### src/rtl/core/hsl_to_rgb_converter_assert.svh
// ----------------------------------------------------------------------------
// HSL to RGB converter assertion macros
// Shared property macros for the concurrent checks of the converter pipeline.
// ----------------------------------------------------------------------------
`ifndef HSL_TO_RGB_CONVERTER_ASSERT_SVH
`define HSL_TO_RGB_CONVERTER_ASSERT_SVH

// The condition must hold in the same cycle as the trigger.
`define H2R_ASSERT_IMPL(label, clk, rst, trig, cond) \
  label: assert property (@(posedge clk) disable iff (rst) (trig) |-> (cond)) \
    else $error("hsl_to_rgb_converter: same-cycle check failed");

// The condition must hold in the cycle after the trigger.
`define H2R_ASSERT_NEXT(label, clk, rst, trig, cond) \
  label: assert property (@(posedge clk) disable iff (rst) (trig) |=> (cond)) \
    else $error("hsl_to_rgb_converter: next-cycle check failed");

`endif

### src/rtl/core/h2r_pkg.sv
// ----------------------------------------------------------------------------
// HSL to RGB converter package
// Types used by the converter top level and its channel ramp units.
// ----------------------------------------------------------------------------
`timescale 1ns / 1ps
`default_nettype none

package h2r_pkg;

  typedef enum logic [1:0] {
    SEG_RISE,
    SEG_HOLD,
    SEG_FALL,
    SEG_LOW
  } seg_t;

  typedef struct packed {
    logic s2;
    logic s3;
    logic s4;
    logic s5;
    logic s6;
  } stage_en_t;

endpackage

`default_nettype wire

### src/rtl/core/h2r_channel.sv
// ----------------------------------------------------------------------------
// HSL to RGB channel ramp
// Hue segment decode, ramp multiply, blend and byte scaling for one channel.
// ----------------------------------------------------------------------------
`timescale 1ns / 1ps
`default_nettype none

module h2r_channel #(
  parameter int FRAC_BITS = 16
) (
  input  wire logic                   clk,
  input  wire h2r_pkg::stage_en_t     en,
  input  wire logic [FRAC_BITS-1:0]   t1,
  input  wire logic [FRAC_BITS:0]     span3,
  input  wire logic [FRAC_BITS:0]     p4,
  input  wire logic [FRAC_BITS:0]     q4,
  input  wire logic [FRAC_BITS:0]     l4,
  input  wire logic                   zero4,
  output logic [7:0]                  chan
);
  import h2r_pkg::*;

  localparam logic [FRAC_BITS+2:0] ONE_X  = (FRAC_BITS+3)'(1) << FRAC_BITS;
  localparam logic [FRAC_BITS+2:0] FOUR_X = (FRAC_BITS+3)'(4) << FRAC_BITS;
  localparam logic [FRAC_BITS+1:0] TWO_Y  = (FRAC_BITS+2)'(2) << FRAC_BITS;

  logic [FRAC_BITS+1:0]   three_t;
  logic [FRAC_BITS+2:0]   six_t;
  logic [FRAC_BITS+2:0]   fall_f;
  seg_t                   seg_next;
  logic [FRAC_BITS:0]     f_next;

  seg_t                   seg2;
  logic [FRAC_BITS:0]     f2;
  seg_t                   seg3;
  logic [FRAC_BITS:0]     f3;
  seg_t                   seg4;
  logic [2*FRAC_BITS+1:0] prod4;
  logic [FRAC_BITS:0]     v_next;
  logic [FRAC_BITS:0]     v5;
  logic [FRAC_BITS+8:0]   scaled;
  logic [8:0]             c9;

  assign three_t = {2'b00, t1} + {1'b0, t1, 1'b0};
  assign six_t   = {three_t, 1'b0};
  assign fall_f  = FOUR_X - six_t;

  always_comb begin
    seg_next = SEG_LOW;
    f_next   = '0;
    priority if (six_t < ONE_X) begin
      seg_next = SEG_RISE;
      f_next   = six_t[FRAC_BITS:0];
    end else if (!t1[FRAC_BITS-1]) begin
      seg_next = SEG_HOLD;
    end else if (three_t < TWO_Y) begin
      seg_next = SEG_FALL;
      f_next   = fall_f[FRAC_BITS:0];
    end else begin
      seg_next = SEG_LOW;
    end
  end

  always_ff @(posedge clk) begin
    if (en.s2) begin
      seg2 <= seg_next;
      f2   <= f_next;
    end
    if (en.s3) begin
      seg3 <= seg2;
      f3   <= f2;
    end
    if (en.s4) begin
      seg4  <= seg3;
      prod4 <= span3 * f3;
    end
  end

  always_comb begin
    v_next = p4;
    if (zero4) begin
      v_next = l4;
    end else begin
      unique case (seg4)
        SEG_RISE: v_next = p4 + prod4[2*FRAC_BITS:FRAC_BITS];
        SEG_HOLD: v_next = q4;
        SEG_FALL: v_next = p4 + prod4[2*FRAC_BITS:FRAC_BITS];
        SEG_LOW:  v_next = p4;
        default:  v_next = p4;
      endcase
    end
  end

  assign scaled = {v5, 8'b0} - {8'b0, v5};
  assign c9     = scaled[FRAC_BITS+8:FRAC_BITS];

  always_ff @(posedge clk) begin
    if (en.s5) begin
      v5 <= v_next;
    end
    if (en.s6) begin
      chan <= (c9 > 9'd255) ? 8'hFF : c9[7:0];
    end
  end

endmodule

`default_nettype wire

### src/rtl/core/hsl_to_rgb_converter.sv
// An accepted request moves through six register stages that advance independently.
// Throughput: one request per cycle while the output is not stalled.
// A stall at the output holds the full stages and lets bubbles close up behind them.
// Reset clears the stage valid bits only; no data register is reset.
// ----------------------------------------------------------------------------
// HSL to RGB converter
// Six-stage pipeline turning fixed-point hue, saturation and lightness into
// 8-bit red, green and blue.
// ----------------------------------------------------------------------------
`timescale 1ns / 1ps
`default_nettype none
`include "hsl_to_rgb_converter_assert.svh"

module hsl_to_rgb_converter #(
  parameter int FRAC_BITS = 16
) (
  input  wire logic                 clk,
  input  wire logic                 rst,
  input  wire logic                 in_valid,
  output logic                      in_ready,
  input  wire logic [FRAC_BITS-1:0] hue,
  input  wire logic [FRAC_BITS:0]   saturation,
  input  wire logic [FRAC_BITS:0]   lightness,
  output logic                      out_valid,
  input  wire logic                 out_ready,
  output logic [7:0]                red,
  output logic [7:0]                green,
  output logic [7:0]                blue
);
  import h2r_pkg::*;

  localparam logic [FRAC_BITS:0]   ONE   = (FRAC_BITS+1)'(1) << FRAC_BITS;
  localparam logic [FRAC_BITS-1:0] THIRD = FRAC_BITS'((2 ** FRAC_BITS) / 3);

  logic [6:1]             vld;
  stage_en_t              en;
  logic                   en1;

  logic [FRAC_BITS:0]     s_c;
  logic [FRAC_BITS:0]     l_c;
  logic [2*FRAC_BITS+1:0] ls_full;

  logic [FRAC_BITS:0]     s1;
  logic [FRAC_BITS:0]     l1;
  logic [FRAC_BITS:0]     ls1;
  logic                   zero1;
  logic [FRAC_BITS-1:0]   t_r1;
  logic [FRAC_BITS-1:0]   t_g1;
  logic [FRAC_BITS-1:0]   t_b1;

  logic [FRAC_BITS+1:0]   q_raw;
  logic [FRAC_BITS:0]     q2;
  logic [FRAC_BITS:0]     l2;
  logic                   zero2;

  logic [FRAC_BITS+1:0]   l2x;
  logic [FRAC_BITS+1:0]   q2e;
  logic [FRAC_BITS+1:0]   q2x;
  logic [FRAC_BITS+1:0]   pc;
  logic [FRAC_BITS+1:0]   sp_diff;
  logic [FRAC_BITS:0]     p_next;
  logic [FRAC_BITS:0]     span_next;

  logic [FRAC_BITS:0]     p3;
  logic [FRAC_BITS:0]     q3;
  logic [FRAC_BITS:0]     span3;
  logic [FRAC_BITS:0]     l3;
  logic                   zero3;

  logic [FRAC_BITS:0]     p4;
  logic [FRAC_BITS:0]     q4;
  logic [FRAC_BITS:0]     l4;
  logic                   zero4;
  logic                   zero5;
  logic                   zero6;

  assign en.s6    = !vld[6] || out_ready;
  assign en.s5    = !vld[5] || en.s6;
  assign en.s4    = !vld[4] || en.s5;
  assign en.s3    = !vld[3] || en.s4;
  assign en.s2    = !vld[2] || en.s3;
  assign en1      = !vld[1] || en.s2;
  assign in_ready = en1;
  assign out_valid = vld[6];

  always_ff @(posedge clk) begin
    if (rst) begin
      vld <= '0;
    end else begin
      if (en1)   vld[1] <= in_valid;
      if (en.s2) vld[2] <= vld[1];
      if (en.s3) vld[3] <= vld[2];
      if (en.s4) vld[4] <= vld[3];
      if (en.s5) vld[5] <= vld[4];
      if (en.s6) vld[6] <= vld[5];
    end
  end

  assign s_c     = (saturation > ONE) ? ONE : saturation;
  assign l_c     = (lightness > ONE) ? ONE : lightness;
  assign ls_full = l_c * s_c;

  always_ff @(posedge clk) begin
    if (en1) begin
      s1    <= s_c;
      l1    <= l_c;
      ls1   <= ls_full[2*FRAC_BITS:FRAC_BITS];
      zero1 <= (s_c == '0);
      t_r1  <= hue + THIRD;
      t_g1  <= hue;
      t_b1  <= hue - THIRD;
    end
  end

  always_comb begin
    if (l1[FRAC_BITS:FRAC_BITS-1] == 2'b00) begin
      q_raw = {1'b0, l1} + {1'b0, ls1};
    end else begin
      q_raw = {1'b0, l1} + {1'b0, s1} - {1'b0, ls1};
    end
  end

  always_ff @(posedge clk) begin
    if (en.s2) begin
      q2    <= (q_raw > {1'b0, ONE}) ? ONE : q_raw[FRAC_BITS:0];
      l2    <= l1;
      zero2 <= zero1;
    end
  end

  assign l2x     = {l2, 1'b0};
  assign q2e     = {1'b0, q2};
  assign q2x     = {q2, 1'b0};
  assign pc      = l2x - q2e;
  assign sp_diff = q2x - l2x;

  always_comb begin
    p_next    = '0;
    span_next = q2;
    if (l2x > q2e) begin
      if (pc > q2e) begin
        p_next    = q2;
        span_next = '0;
      end else begin
        p_next    = pc[FRAC_BITS:0];
        span_next = sp_diff[FRAC_BITS:0];
      end
    end
  end

  always_ff @(posedge clk) begin
    if (en.s3) begin
      p3    <= p_next;
      q3    <= q2;
      span3 <= span_next;
      l3    <= l2;
      zero3 <= zero2;
    end
    if (en.s4) begin
      p4    <= p3;
      q4    <= q3;
      l4    <= l3;
      zero4 <= zero3;
    end
    if (en.s5) begin
      zero5 <= zero4;
    end
    if (en.s6) begin
      zero6 <= zero5;
    end
  end

  h2r_channel #(.FRAC_BITS(FRAC_BITS)) u_red (
    .clk   (clk),
    .en    (en),
    .t1    (t_r1),
    .span3 (span3),
    .p4    (p4),
    .q4    (q4),
    .l4    (l4),
    .zero4 (zero4),
    .chan  (red)
  );

  h2r_channel #(.FRAC_BITS(FRAC_BITS)) u_green (
    .clk   (clk),
    .en    (en),
    .t1    (t_g1),
    .span3 (span3),
    .p4    (p4),
    .q4    (q4),
    .l4    (l4),
    .zero4 (zero4),
    .chan  (green)
  );

  h2r_channel #(.FRAC_BITS(FRAC_BITS)) u_blue (
    .clk   (clk),
    .en    (en),
    .t1    (t_b1),
    .span3 (span3),
    .p4    (p4),
    .q4    (q4),
    .l4    (l4),
    .zero4 (zero4),
    .chan  (blue)
  );

  `H2R_ASSERT_NEXT(a_accept_fills, clk, rst, in_valid && in_ready, vld[1])
  `H2R_ASSERT_IMPL(a_q_le_one, clk, rst, vld[2], q2 <= ONE)
  `H2R_ASSERT_IMPL(a_p_le_q, clk, rst, vld[3], p3 <= q3)
  `H2R_ASSERT_IMPL(a_span_match, clk, rst, vld[3], span3 + p3 == q3)
  `H2R_ASSERT_IMPL(a_gray_out, clk, rst, vld[6] && zero6, red == green && green == blue)

endmodule

`default_nettype wire
### config.mk
export PLATFORM = sky130hd
export DESIGN_NAME = hsl_to_rgb_converter
export DESIGN_NICKNAME = d
export VERILOG_FILES = /design/src/rtl/core/h2r_pkg.sv /design/src/rtl/core/h2r_channel.sv /design/src/rtl/core/hsl_to_rgb_converter.sv
export VERILOG_INCLUDE_DIRS = /design/src /design/src/rtl/core
export SDC_FILE = /design/constraint.sdc
export NUM_CORES = 2
export LEC_CHECK = 0
export BUFFER_PORTS_ARGS = -buffer_cell sky130_fd_sc_hd__buf_2
export CAP_MARGIN = 25
export CORE_ASPECT_RATIO = 0.8
export CORE_MARGIN = 4
export CORE_UTILIZATION = 30
export DETAILED_ROUTE_END_ITERATION = 10
export PLACE_DENSITY = 0.47
export SLEW_MARGIN = 0
export SYNTH_ARGS = -nofsm -noshare
export SYNTH_HDL_FRONTEND = slang
export SYNTH_SLANG_ARGS = --single-unit
### constraint.sdc
create_clock -name clk -period 20.6 [get_ports clk]
set_input_delay 2.06 -clock clk [delete_from_list [all_inputs] [get_ports clk]]
set_output_delay 2.06 -clock clk [all_outputs]
set_load 0.005 [all_outputs]
==> flow_metrics.tcl <==
set metrics [dict create \
    status "finished, final reports clean" \
    critPathBufInv 5 \
    cts_buffer_depth 3 \
    ys_types 82 \
    synth-main-ff-cell "edfxtp_1" \
    finalSetupTns_ps 0 \
    drtPass1Iterations 5 \
    crit_type "primary input to flip-flop" \
    hpwl_mm 136.3 \
    cts_setup_buffers 0 \
    yosys_warnings 0 \
    synth_area_sq_um 62490 \
    drt_iter0_drc 2908 \
    viasPerCell 4.794 \
    async_flop_share_pct 0 \
    fin_crit_sh_pct 45.65 \
    placed_cells 9078 \
    min_path_cells 0 \
    cpLargestDelayFamily "adder cells" \
    boundaryPins 80 \
    initial_core_util_pct 30.23 \
    syn2layout_area_growth_pct 8.623 \
    grt_setup_unrepaired "no" \
    cts_hold_buf 0 \
    critical_path_arrival_ps 9790 \
    wl_per_cell_um 19.24 \
    design.die.area_sq_um 215700 \
    final_nets 7988 \
    drive_above_1_share_pct 4.192 \
    die_y_um 416.2 \
    cp_common_cell "fa_1" \
    first_global_vias 45150 \
    clk_latency_ps 700 \
    synthCells 6466 \
    clk_pin_slew_ps 60 \
    cts_resized 0 \
    antenna_found_initial 13 \
    ys_ff_latch 501 \
    num_vias 44020 \
    wl_mm 176.7 \
    cts_tree "built" \
    worst_slew_pin_slew_ps 1095 \
    crit_required_ps 20980 \
    slew_headroom_pct 26.91 \
    setup_viol 0 \
    fin_cells 9184 \
    multi_input_comb_area_sq_um 41890 \
    htreeDepth 2 \
    r2r_slack_ps 12530 \
    grt_pass1_wl_mm 275.0 \
    syn_area_per_cell_sq_um 9.665 \
    gp_congestion 0.8844 \
    min_period_ps 9404 \
    synth-seq-area-share_pct 23.98 \
    placementRows 149 \
    r2r_cells 24 \
    cts_sinks 501 \
    critPathLaunchType "primary input" \
    drtAntennaViolNets 0 \
    numCtsBuffers 56 \
    die_width_um 518.3 \
    max_freq_mhz 106.3 \
    p_per_area_nw_per_um2 112.7 \
    synth-edff-count 495 \
    final_common_cell "inv_1" \
    peakVddDrop_mv 0.07075 \
    cp_slowest_cell "fa_1" \
    grt_max_degree 62 \
    root_buffer "clkbuf_16" \
    finClkSkew_ps 71.03 \
    io_buffer_count 79 \
    final_cell_mix "1,246 x inv_1, 882 x nand2_1, 865 x fa_1" \
    regArea_sq_um 14980 \
    end_kind "flip-flop" \
    cellLeakagePower_nw 31.46 \
    core_region_area_sq_um 206800 \
    route.detailed.drc 0 \
    synth_nets 8034 \
    maxCapViolations 0 \
    grt_usage_pct 16.38 \
    cp.depth 27 \
    crit_fanout 19 \
    max_stage_delay_ps 550 \
    gr-total-overflow 0 \
    hp-class "flip-flop to flip-flop" \
    fillers 21180 \
    slew_viol_final 0 \
    hold_viol_final 0 \
]
-- kinds of logic (layout without fill, tap and decap cells) --
kind of cell / after synthesis / after routing / synth area share (%)
compound gates: 743 / 743 / 7.626
xor+xnor: 245 / 245 / 3.446
fa+ha+maj: 1514 / 1514 / 40.70
buf+inv: 1497 / 1495 / 9.026
flops: 501 / 501 / 23.98
mux: 76 / 76 / 1.233
other cells: 0 / 2 / 0
simple gates: 1890 / 1890 / 13.99
-- final timing paths --
check / startpoint / end
max: lightness[11] / ls1[16]
max reg2reg: span3[12] / u_green.prod4[32]
min reg2reg: u_green.seg2[1] / u_green.seg3[1]
min: u_green.seg2[1] / u_green.seg3[1]
-- layer usage --
layer	part of all wire, %	global-route usage [%]
met2	41	23.60
met5	0.023	0
met1	50	25.38
met4	1.7	2.935
met3	7.3	3.186
-- Yosys cell counts (all sizes together) (32+ instances only) --
master | count | area share, %
inv | 1247 | 7.5
nand2 | 884 | 5.3
fa | 865 | 28
ha | 649 | 13
edfxtp | 495 | 24
and2 | 342 | 3.4
nor2 | 322 | 1.9
clkbuf | 223 | 1.3
a21oi | 206 | 1.7
o21ai | 185 | 1.5
xnor2 | 164 | 2.3
xor2 | 81 | 1.1
mux2i | 68 | 1.1
a21o | 67 | 0.80
nor3 | 63 | 0.50
o21a | 56 | 0.67
nand3 | 55 | 0.44
nand2b | 45 | 0.45
nand4 | 32 | 0.32
-- cell type report --
cell class / count / share of cell area [%]
multi-input cells: 4468 / 61.71
flip-flops and latches: 501 / 22.07
inverters: 1256 / 6.949
well taps: 2718 / 5.010
clock buffers: 60 / 2.087
repair buffers: 137 / 1.283
clock inverters: 42 / 0.8792
diodes: 2 / 0.007373
-- power breakdown --
part | leakage (nW) | internal, mW | switching [mW]
Clock | 0.951 | 0.625 | 0.486
Combinational | 24.8 | 1.78 | 2.76
Sequential | 5.67 | 1.57 | 0.428
-- metrics by stage --
step                      worst slack [ps]  util [%]  power [mW]  hold WS, ps  area [sq um]
after global placement               10720     31.83       6.516        400.6         65810
final                                11200     32.83       7.651        375.6         67880
after detailed placement             10630     31.83       6.565        404.5         65810
after global routing                 10810     32.83       8.432        390.8         67880
after floorplan                      11710         -       4.982        400.3         62490
after CTS                            11300     32.80       7.735        378.1         67820
Note: power is estimated with default switching activity, not from simulation.
